==> config.mk <==
export PLATFORM = sky130hd
export DESIGN_NAME = quadtree_atlas_allocator_top
export DESIGN_NICKNAME = d
export VERILOG_FILES = /design/src/sv/qaa_pkg.sv /design/src/sv/qaa_datapath.sv /design/src/sv/qaa_ctrl.sv /design/src/sv/quadtree_atlas_allocator_top.sv
export SDC_FILE = /design/constraint.sdc
export NUM_CORES = 1
export LEC_CHECK = 0
export ABC_CLOCK_PERIOD_IN_PS = 7550
export BUFFER_PORTS_ARGS = -buffer_cell sky130_fd_sc_hd__buf_2
export CORE_MARGIN = 3
export CORE_UTILIZATION = 45
export CTS_CLUSTER_SIZE = 14
export DETAILED_ROUTE_END_ITERATION = 7
export GPL_ROUTABILITY_DRIVEN = 1
export PLACE_DENSITY = 0.72
export SKIP_CTS_REPAIR_TIMING = 1
export SYNTH_ARGS = -nofsm -noshare
export SYNTH_HDL_FRONTEND = slang
export SYNTH_HIERARCHICAL = 1
export SYNTH_SLANG_ARGS = --single-unit
==> constraint.sdc <==
create_clock -name clk -period 7.55 [get_ports clk]
set_input_delay 1.51 -clock clk [delete_from_list [all_inputs] [get_ports clk]]
set_output_delay 1.51 -clock clk [all_outputs]
set_load 0.005 [all_outputs]
==> src/sv/qaa_pkg.sv <==
// ============================================================================
// qaa_pkg
// Shared constants, types and a helper function for the quadtree atlas allocator.
// ============================================================================
package qaa_pkg;

    localparam int MAX_LOG2_EDGE   = 12;
    localparam int NUM_LAYERS      = MAX_LOG2_EDGE + 1;
    localparam int SLOTS_PER_LAYER = 4;

    localparam int EDGE_W  = MAX_LOG2_EDGE + 1;            // edge length, up to 4096
    localparam int COORD_W = MAX_LOG2_EDGE;                // offsets
    localparam int LAYER_W = $clog2(NUM_LAYERS + 1);       // layer index and log2 values
    localparam int CNT_W   = $clog2(SLOTS_PER_LAYER + 1);  // per-layer free count
    localparam int SLOT_W  = $clog2(SLOTS_PER_LAYER);
    localparam int ROW_W   = $clog2(NUM_LAYERS - 1);       // memory row for layers 1 and up

    localparam logic [EDGE_W-1:0] MAX_EDGE = EDGE_W'(1) << MAX_LOG2_EDGE;

    // child order: top-left, top-right, bottom-left, bottom-right (bit v = child v)
    localparam logic [SLOTS_PER_LAYER-1:0] CHILD_DX = 4'b1010;
    localparam logic [SLOTS_PER_LAYER-1:0] CHILD_DY = 4'b1100;

    typedef struct packed {
        logic [COORD_W-1:0] x;
        logic [COORD_W-1:0] y;
    } slot_t;

    typedef slot_t [SLOTS_PER_LAYER-1:0] row_t;

    typedef struct packed {
        logic accept;   // latch the request fields
        logic calc;     // decode request, restart or pick source layer
        logic rd;       // read the source layer's row
        logic pop;      // pop the top square of the source layer
        logic split;    // split current square into the next layer
        logic finish;   // load the output register
    } ctrl_cmd_t;

    typedef struct packed {
        logic calc_fail;   // restart, or request cannot be met
        logic pop_last;    // popped layer is the target
        logic split_last;  // this split lands on the target
        logic out_free;    // output register can take a result
    } dp_status_t;

    // smallest e with 2**e >= v (0 and 1 both give 0)
    function automatic logic [LAYER_W-1:0] ceil_log2(input logic [EDGE_W-1:0] v);
        logic [LAYER_W-1:0] r;
        r = LAYER_W'(EDGE_W);
        for (int e = EDGE_W; e >= 0; e--) begin
            if ((EDGE_W+1)'(1) << e >= {1'b0, v}) begin
                r = LAYER_W'(e);
            end
        end
        return r;
    endfunction

endpackage

==> src/sv/qaa_datapath.sv <==
// ============================================================================
// qaa_datapath
// Atlas registers, per-layer free counts, free-square row memory, split
// arithmetic and the output register.
// ============================================================================
module qaa_datapath
    import qaa_pkg::*;
(
    input  logic                clk,
    input  logic                rst_n,
    input  logic                cfg_wr_en,
    input  logic [EDGE_W-1:0]   cfg_wr_data,
    input  logic                func,
    input  logic [EDGE_W-1:0]   request_size,
    input  logic                out_stall,
    input  ctrl_cmd_t           cmd,
    output dp_status_t          st,
    output logic                out_valid,
    output logic                granted,
    output logic [COORD_W-1:0]  offset_x,
    output logic [COORD_W-1:0]  offset_y,
    output logic [EDGE_W-1:0]   square_size
);

    logic [EDGE_W-1:0]   res_reg;
    logic [LAYER_W-1:0]  log_edge_reg;
    logic [CNT_W-1:0]    cnt_reg [NUM_LAYERS];
    logic                func_reg;
    logic [EDGE_W-1:0]   req_reg;
    logic [LAYER_W-1:0]  tar_reg;
    logic [LAYER_W-1:0]  j_reg;
    logic [EDGE_W-1:0]   size_reg;
    logic                fail_reg;
    logic [COORD_W-1:0]  x_reg;
    logic [COORD_W-1:0]  y_reg;
    row_t                rd_row_reg;
    row_t                mem [NUM_LAYERS-1];

    logic                out_valid_reg;
    logic                granted_reg;
    logic [COORD_W-1:0]  offset_x_reg;
    logic [COORD_W-1:0]  offset_y_reg;
    logic [EDGE_W-1:0]   square_size_reg;

    logic [EDGE_W-1:0]   atlas_edge;
    logic [LAYER_W-1:0]  req_log;
    logic [LAYER_W-1:0]  tar_calc;
    logic                bad_req;
    logic                hit;
    logic                found;
    logic [LAYER_W-1:0]  src_calc;
    logic [EDGE_W-1:0]   res_clamped;
    logic [LAYER_W-1:0]  j_plus1;
    logic [LAYER_W-1:0]  half_sh;
    logic [COORD_W-1:0]  half;
    logic [CNT_W-1:0]    cnt_j;
    logic [SLOT_W-1:0]   pop_slot;
    slot_t               pop_sq;
    row_t                child_row;

    assign atlas_edge  = EDGE_W'(1) << log_edge_reg;
    assign req_log     = ceil_log2(req_reg);
    assign tar_calc    = log_edge_reg - req_log;
    assign bad_req     = (req_reg == '0) || (req_reg > atlas_edge);
    assign res_clamped = (res_reg > MAX_EDGE) ? MAX_EDGE : res_reg;

    // target hit, else nearest shallower layer holding a free square
    always_comb
    begin
        hit      = 1'b0;
        found    = 1'b0;
        src_calc = tar_calc;
        for (int i = 0; i < NUM_LAYERS; i++) begin
            if (LAYER_W'(i) == tar_calc && cnt_reg[i] != '0) begin
                hit = 1'b1;
            end
            if (LAYER_W'(i) < tar_calc && cnt_reg[i] != '0) begin
                found = 1'b1;
            end
        end
        if (!hit) begin
            for (int i = 0; i < NUM_LAYERS; i++) begin
                if (LAYER_W'(i) < tar_calc && cnt_reg[i] != '0) begin
                    src_calc = LAYER_W'(i);
                end
            end
        end
    end

    assign j_plus1  = j_reg + LAYER_W'(1);
    assign half_sh  = log_edge_reg - j_plus1;
    assign half     = COORD_W'(EDGE_W'(1) << half_sh);
    assign cnt_j    = cnt_reg[j_reg];
    assign pop_slot = SLOT_W'(cnt_j - CNT_W'(1));
    // layer 0 only ever holds the whole atlas at the origin
    assign pop_sq   = (j_reg == '0) ? '0 : rd_row_reg[pop_slot];

    always_comb
    begin
        for (int v = 0; v < SLOTS_PER_LAYER; v++) begin
            child_row[v].x = x_reg + (CHILD_DX[v] ? half : '0);
            child_row[v].y = y_reg + (CHILD_DY[v] ? half : '0);
        end
    end

    assign st.calc_fail  = func_reg || bad_req || (!hit && !found);
    assign st.pop_last   = (j_reg == tar_reg);
    assign st.split_last = (j_plus1 == tar_reg);
    assign st.out_free   = !out_valid_reg || !out_stall;

    always_ff @(posedge clk or negedge rst_n)
    begin
        if (!rst_n) begin
            res_reg      <= MAX_EDGE;
            log_edge_reg <= LAYER_W'(MAX_LOG2_EDGE);
            for (int i = 0; i < NUM_LAYERS; i++) begin
                cnt_reg[i] <= (i == 0) ? CNT_W'(1) : '0;
            end
        end else begin
            if (cfg_wr_en) begin
                res_reg <= cfg_wr_data;
            end
            if (cmd.calc && func_reg) begin
                log_edge_reg <= ceil_log2(res_clamped);
                for (int i = 0; i < NUM_LAYERS; i++) begin
                    cnt_reg[i] <= (i == 0) ? CNT_W'(1) : '0;
                end
            end else if (cmd.pop) begin
                cnt_reg[j_reg] <= cnt_j - CNT_W'(1);
            end else if (cmd.split) begin
                // four children pushed, bottom-right popped again at once
                cnt_reg[j_plus1] <= CNT_W'(SLOTS_PER_LAYER - 1);
            end
        end
    end

    // request and walk registers
    always_ff @(posedge clk)
    begin
        if (cmd.accept) begin
            func_reg <= func;
            req_reg  <= request_size;
        end
        if (cmd.calc) begin
            tar_reg  <= tar_calc;
            j_reg    <= src_calc;
            size_reg <= EDGE_W'(1) << req_log;
            fail_reg <= st.calc_fail;
        end else if (cmd.pop) begin
            x_reg <= pop_sq.x;
            y_reg <= pop_sq.y;
        end else if (cmd.split) begin
            x_reg <= child_row[SLOTS_PER_LAYER-1].x;
            y_reg <= child_row[SLOTS_PER_LAYER-1].y;
            j_reg <= j_plus1;
        end
    end

    // free-square rows, one row per layer from layer 1 on
    always_ff @(posedge clk)
    begin
        if (cmd.split) begin
            mem[j_reg[ROW_W-1:0]] <= child_row;
        end
        if (cmd.rd && j_reg != '0) begin
            rd_row_reg <= mem[ROW_W'(j_reg - LAYER_W'(1))];
        end
    end

    always_ff @(posedge clk or negedge rst_n)
    begin
        if (!rst_n) begin
            out_valid_reg <= 1'b0;
        end else if (cmd.finish) begin
            out_valid_reg <= 1'b1;
        end else if (!out_stall) begin
            out_valid_reg <= 1'b0;
        end
    end

    always_ff @(posedge clk)
    begin
        if (cmd.finish) begin
            granted_reg     <= !fail_reg;
            offset_x_reg    <= fail_reg ? '0 : x_reg;
            offset_y_reg    <= fail_reg ? '0 : y_reg;
            square_size_reg <= fail_reg ? '0 : size_reg;
        end
    end

    assign out_valid   = out_valid_reg;
    assign granted     = granted_reg;
    assign offset_x    = offset_x_reg;
    assign offset_y    = offset_y_reg;
    assign square_size = square_size_reg;

endmodule

==> src/sv/qaa_ctrl.sv <==
// ============================================================================
// qaa_ctrl
// Sequencer: accept, decode, fetch source row, pop, split down, deliver.
// ============================================================================
module qaa_ctrl
    import qaa_pkg::*;
(
    input  logic        clk,
    input  logic        rst_n,
    input  logic        in_valid,
    output logic        in_stall,
    input  dp_status_t  st,
    output ctrl_cmd_t   cmd
);

    localparam logic [2:0] S_IDLE  = 3'd0;
    localparam logic [2:0] S_CALC  = 3'd1;
    localparam logic [2:0] S_READ  = 3'd2;
    localparam logic [2:0] S_POP   = 3'd3;
    localparam logic [2:0] S_SPLIT = 3'd4;
    localparam logic [2:0] S_FIN   = 3'd5;

    logic [2:0] state_reg;
    logic [2:0] state_next;

    always_comb
    begin
        state_next = state_reg;
        cmd        = '0;
        unique case (state_reg)
            S_IDLE:
            begin
                if (in_valid) begin
                    cmd.accept = 1'b1;
                    state_next = S_CALC;
                end
            end
            S_CALC:
            begin
                cmd.calc   = 1'b1;
                state_next = st.calc_fail ? S_FIN : S_READ;
            end
            S_READ:
            begin
                cmd.rd     = 1'b1;
                state_next = S_POP;
            end
            S_POP:
            begin
                cmd.pop    = 1'b1;
                state_next = st.pop_last ? S_FIN : S_SPLIT;
            end
            S_SPLIT:
            begin
                cmd.split = 1'b1;
                if (st.split_last) begin
                    state_next = S_FIN;
                end
            end
            S_FIN:
            begin
                if (st.out_free) begin
                    cmd.finish = 1'b1;
                    state_next = S_IDLE;
                end
            end
            default:
            begin
                state_next = S_IDLE;
            end
        endcase
    end

    always_ff @(posedge clk or negedge rst_n)
    begin
        if (!rst_n) begin
            state_reg <= S_IDLE;
        end else begin
            state_reg <= state_next;
        end
    end

    assign in_stall = (state_reg != S_IDLE);

endmodule

==> src/sv/quadtree_atlas_allocator_top.sv <==
// ============================================================================
// quadtree_atlas_allocator_top
// Square atlas allocator on a 2D buddy quadtree with per-layer free stacks.
// ============================================================================
// Sequence: a restart or failed request goes from decode to the output register;
//   a grant reads the source row, pops, then splits down a layer at a time to the target.
// Requests: one in flight at a time; the next request is taken once
//   the sequencer is back in idle, while the previous result may still wait.
// Reset: atlas edge 4096, one free square (whole atlas) at layer 0.
module quadtree_atlas_allocator_top
    import qaa_pkg::*;
(
    input  logic                clk,
    input  logic                rst_n,
    input  logic                cfg_wr_en,
    input  logic [EDGE_W-1:0]   cfg_wr_data,
    input  logic                in_valid,
    output logic                in_stall,
    input  logic                func,
    input  logic [EDGE_W-1:0]   request_size,
    output logic                out_valid,
    input  logic                out_stall,
    output logic                granted,
    output logic [COORD_W-1:0]  offset_x,
    output logic [COORD_W-1:0]  offset_y,
    output logic [EDGE_W-1:0]   square_size
);

    ctrl_cmd_t  cmd;
    dp_status_t st;

    qaa_ctrl u_ctrl (
        .clk      (clk),
        .rst_n    (rst_n),
        .in_valid (in_valid),
        .in_stall (in_stall),
        .st       (st),
        .cmd      (cmd)
    );

    qaa_datapath u_dp (
        .clk          (clk),
        .rst_n        (rst_n),
        .cfg_wr_en    (cfg_wr_en),
        .cfg_wr_data  (cfg_wr_data),
        .func         (func),
        .request_size (request_size),
        .out_stall    (out_stall),
        .cmd          (cmd),
        .st           (st),
        .out_valid    (out_valid),
        .granted      (granted),
        .offset_x     (offset_x),
        .offset_y     (offset_y),
        .square_size  (square_size)
    );

endmodule

# [After elaboration in Yosys (flattened, before gate mapping)]
# Memory sizes are Yosys's and may differ from the RTL's. A register that Yosys moved wholly into a read port is not among the register bits.
# Cells that the tools add are included.
[totals] ff_bits=158 rom_bits=0 mem_bits_rw=1152 out_inout_bits=40 latch_bits=0 inputBits=32 mem_count=1
[memory_table] name="u_dp.mem" depth=12 width=96 read_ports=1 rd_clocked_by_memory_dff=1 wr=1 line="qaa_datapath.sv:37" source="row_t mem [NUM_LAYERS-1];"
[classes] order_cmp=46 mux=106 div=0 eq_ne=24 reduce_logical=65 bitwise_logic=6 mul=0 n_shift=3 add_sub_neg=7
[ops] cell="$mux W4" n=37
[ops] cell="$mux W39" n=3
[ops] cell="$bmux W24 S2" n=1
[ops] cell="$mux W12" n=4
[ops] cell="$mux W24" n=2
[ops] cell="$reduce_bool A3 Y1" n=15
[ops] cell="$mux W1" n=41
[ops] cell="$bwmux W39" n=1
[ops] cell="$mux W3" n=12
[ops] cell="$logic_and A1 B1 Y1" n=31
[ops] cell="$ge A1 B13 Y1 const A" n=2
[ops] cell="$ge A10 B13 Y1 const A" n=2
[ops] cell="$ge A11 B13 Y1 const A" n=2
[ops] cell="$ge A12 B13 Y1 const A" n=2
[ops] cell="$ge A13 B13 Y1 const A" n=2
[ops] cell="$ge A2 B13 Y1 const A" n=2
[ops] cell="$ge A3 B13 Y1 const A" n=2
[ops] cell="$ge A4 B13 Y1 const A" n=2
[ops] cell="$ge A5 B13 Y1 const A" n=2
[ops] cell="$ge A6 B13 Y1 const A" n=2
[ops] cell="$ge A7 B13 Y1 const A" n=2
[ops] cell="$ge A8 B13 Y1 const A" n=2
[ops] cell="$ge A9 B13 Y1 const A" n=2
[ops] cell="$or A26 B26 Y26" n=1
[ops] cell="other kinds (43)" n=83

# [Logic depth before layout (Yosys ltp)]
[depth] word_depth=35 depth_mapped=27

# [Modules after synthesis]
# The synthesis kept the hierarchy.
[modules_own_cells] mod="qaa_datapath" seq_area_each_um2=23112.2 n_inst=1 cells_each=2020 area_per_inst_um2=33314.5
[modules_own_cells] mod="qaa_ctrl" seq_area_each_um2=75.1 n_inst=1 cells_each=27 area_per_inst_um2=224.0

# [Least setup slack after synthesis]
# OpenSTA, ideal clock, no wires.
[synth_path] path_type="flip-flop to flip-flop" from="reg u_dp.j_reg[0]" to="mem u_dp/mem[0][82] (netlist bit), data pin" setup_slack_ns=0.640 required_ns=7.180 path_buffers=7 arrival_time_ns=6.540 stages_incl_launch_ff=26 period_less_slack_ns=6.910 cell_sequence="edfxtp_1 buf_2 buf_1 buf_1 buf_2 inv_1 ha_1 clkbuf_1 clkbuf_1 inv_1 ha_1 nor2b_1 o21ai_0 a21oi_1 or2_2 clkbuf_1 nand2b_1 nor2_1 ha_1 nor2b_1 o21ai_0 a21boi_0 o21ai_0 a21boi_0 o21a_1 o311ai_0"
[synth_lines] item="start: declaration" line="qaa_datapath.sv:31" source="logic [LAYER_W-1:0] j_reg;"
[synth_lines] item="start signal: assignment" line="qaa_datapath.sv:146" source="j_reg <= src_calc;"
[synth_lines] item="start signal: assignment" line="qaa_datapath.sv:155" source="j_reg <= j_plus1;"
[synth_lines] item="end: declaration" line="qaa_datapath.sv:37"

==> results_dict.tcl <==
set metrics [dict create \
    area_delta_synth_final_pct 11.7 \
    synth_compound_area_share_pct 6.74 \
    r2r_setup_slack_ns 1.45 \
    num-fill-cells 5810 \
    rr_startpoint "u_dp/req_reg[11]" \
    io_buffers 71 \
    syn_nets 2130 \
    cts_buffers 76 \
    yosys-mux-area-fraction_pct 13.0 \
    r2r_end "u_ctrl/state_reg[0]" \
    worst_slew_pin_slew_ns 1.20 \
    worstPathMaxFanout 16 \
    dr_total_vias 19446 \
    clockBufferDepth 3 \
    drt_pre_antenna_iters 5 \
    top_usage_layer "met2" \
    synth_top_cell_by_area "edfxtp_1" \
    end_kind "flop" \
    cp-startpoint "u_dp/req_reg[11]" \
    avgSynthCellArea_um2 16.4 \
    postRouteAntennaNets 0 \
    grt_first_pass_wirelength_um 119000 \
    clkTransAtPathRegs_ns 0.07 \
    die_y_um 279 \
    netlist_instances 2047 \
    gp_congestion 0.887 \
    grt_pass1_vias 19104 \
    synth_xor_area_share_pct 0.929 \
    io_pins 72 \
    cts.htree.levels 3 \
    grt_usage_pct 20.1 \
    outcome "finished, final reports clean" \
    period_minus_slack_ns 6.10 \
    synthSimpleGateAreaFrac_pct 6.46 \
    clock-sinks 782 \
    use_met3_pct 3.54 \
    use_met2_pct 31.9 \
    vias_per_cell 6.18 \
    wl_um 78500 \
    yosysSeqAreaShare_pct 69.1 \
    worstSetupPathType "reg2reg" \
    finalSetupViolations 0 \
    gr-total-overflow 0 \
    largest_reg_flops 576 \
    cts_tree "done" \
    ys_types 81 \
    syn_area_mm2 0.0335 \
    drive_gt1_share_pct 20.0 \
    std_cell_rows 99 \
    critical_path_arrival_ns 6.62 \
    async_flop_share_pct 7.67 \
    cts_root_buffer "clkbuf_16" \
    clock_latency_ns 0.63 \
    drc 0 \
    skew_ns 0.0225 \
    dieArea_mm2 0.0778 \
    core_area_mm2 0.0735 \
    start_util_pct 45.7 \
    cp-start-kind "flop" \
    grt_max_degree 124 \
    antenna_found_initial 1 \
    holdCritPathClass "reg2reg" \
    yosys_register_bits 782 \
    drt-initial-drc-count 2153 \
    yosys_warnings 6 \
    nets 2212 \
    synth_edf_count 722 \
    r2r_cells 20 \
    avgRoutedWirePerCell_um 24.9 \
    hold_violations 0 \
    synth_top_area_share_pct 64.6 \
    tns_ns 0 \
    ys.flop_type "edfxtp_1" \
    synth.area.top_cells "edfxtp_1, mux4_2, dfrtp_1" \
    crit_path_end "u_ctrl/state_reg[0]" \
    globalRouteMet1Util_pct 28.7 \
    dp_hpwl_um 43600 \
    drv_cap 0 \
    final_common_cell "edfxtp_1" \
    finalCritPeriodShare_pct 80.8 \
    max_slew_margin_pct 19.1 \
    max_clock_freq_mhz 164 \
    synth_top_family_by_area "multiplexers" \
    cp.required_ns 8.08 \
    die_w_um 279 \
    maxSlewViolCount 0 \
    rsz0062_at_grt "no" \
    synthAdderAreaFrac_pct 1.99 \
    diodes 0 \
    final_cell_mix "edfxtp_1, mux4_2, nor2_1" \
]
critical path, stage by stage, from the launching register on:
cell	delay [ns]
edfxtp_1	0.50
nor4_1	0.65
nand2_1	0.22
or3_1	0.47
or3_1	0.37
nor3b_1	0.41
or2_2	0.20
ha_1	0.16
inv_1	0.06
fa_1	0.37
xnor2_1	0.16
buf_4	0.20
inv_1	0.25
nor2_1	0.27
inv_1	0.11
nor3_1	0.27
a22oi_1	0.14
or4_4	0.45
o221ai_2	0.26
o31ai_1	0.13
a2111oi_2	0.35
how the worst min path moves through the flow:
stage | from | end | slack [ns] | depth (start not counted)
finish | u_dp/cnt_reg[17] | u_dp/cnt_reg[17] | 0.54 | 2
global route | u_dp/size_reg[4] | u_dp/square_size[4] | 0.56 | 1
CTS | u_dp/cnt_reg[17] | u_dp/cnt_reg[17] | 0.53 | 2
detailed placement | u_dp/cnt_reg[17] | u_dp/cnt_reg[17] | 0.52 | 2
global placement | u_dp/cnt_reg[17] | u_dp/cnt_reg[17] | 0.51 | 2
floorplan | u_dp/cnt_reg[8] | u_dp/cnt_reg[8] | 0.48 | 2
through the flow:
step | setup slack, ns | cell area (um2) | std cells | utilization, % | hold slack (ns)
global placement | 1.70 | 35000 | 3010 | 47.7 | 0.513
finish | 1.45 | 37500 | 3146 | 51.0 | 0.538
detailed placement | 1.58 | 35000 | 3010 | 47.7 | 0.518
global route | 0.925 | 37500 | 3146 | 51.0 | 0.564
CTS | 1.54 | 37500 | 3146 | 51.0 | 0.531
floorplan | 0.640 | 33500 | 2047 | - | 0.479
cell type report:
type / instances / area, um2 / share of cell area [%]
well taps: 959 / 1200 / 3.20
inverters: 43 / 164 / 0.437
clock inverters: 38 / 385 / 1.03
flip-flops and latches: 782 / 23200 / 61.9
clock buffers: 98 / 2040 / 5.44
repair buffers: 109 / 653 / 1.74
multi-input cells: 1117 / 9850 / 26.3
logic make-up (layout without fill, tap and decap cells):
logic type / after synthesis / in the layout
buffers and inverters: 148 / 288
multiplexers: 242 / 242
adder cells (fa/ha/maj): 51 / 51
XOR/XNOR: 34 / 34
AO/OA/AOI/OAI: 346 / 346
flip-flops: 782 / 782
AND/OR/NAND/NOR: 444 / 444
layer usage:
layer	share of wire [%]	wire length (um)
met1	41	32500
met4	2.6	2070
met3	8.7	6850
met5	0	0
met2	47	37000
Yosys cell counts (all sizes together), types with 40 or more instances:
master    n
o21ai    64
clkbuf   74
nor2    133
ha       47
mux4    153
nor2b    50
edfxtp  722
dfrtp    56
mux2i    71
inv      40
nand2    87
a21oi   116
Power is left out: the tool's default activity adds up to more than one toggle a clock period on the data nets, which glitch-free logic cannot reach.
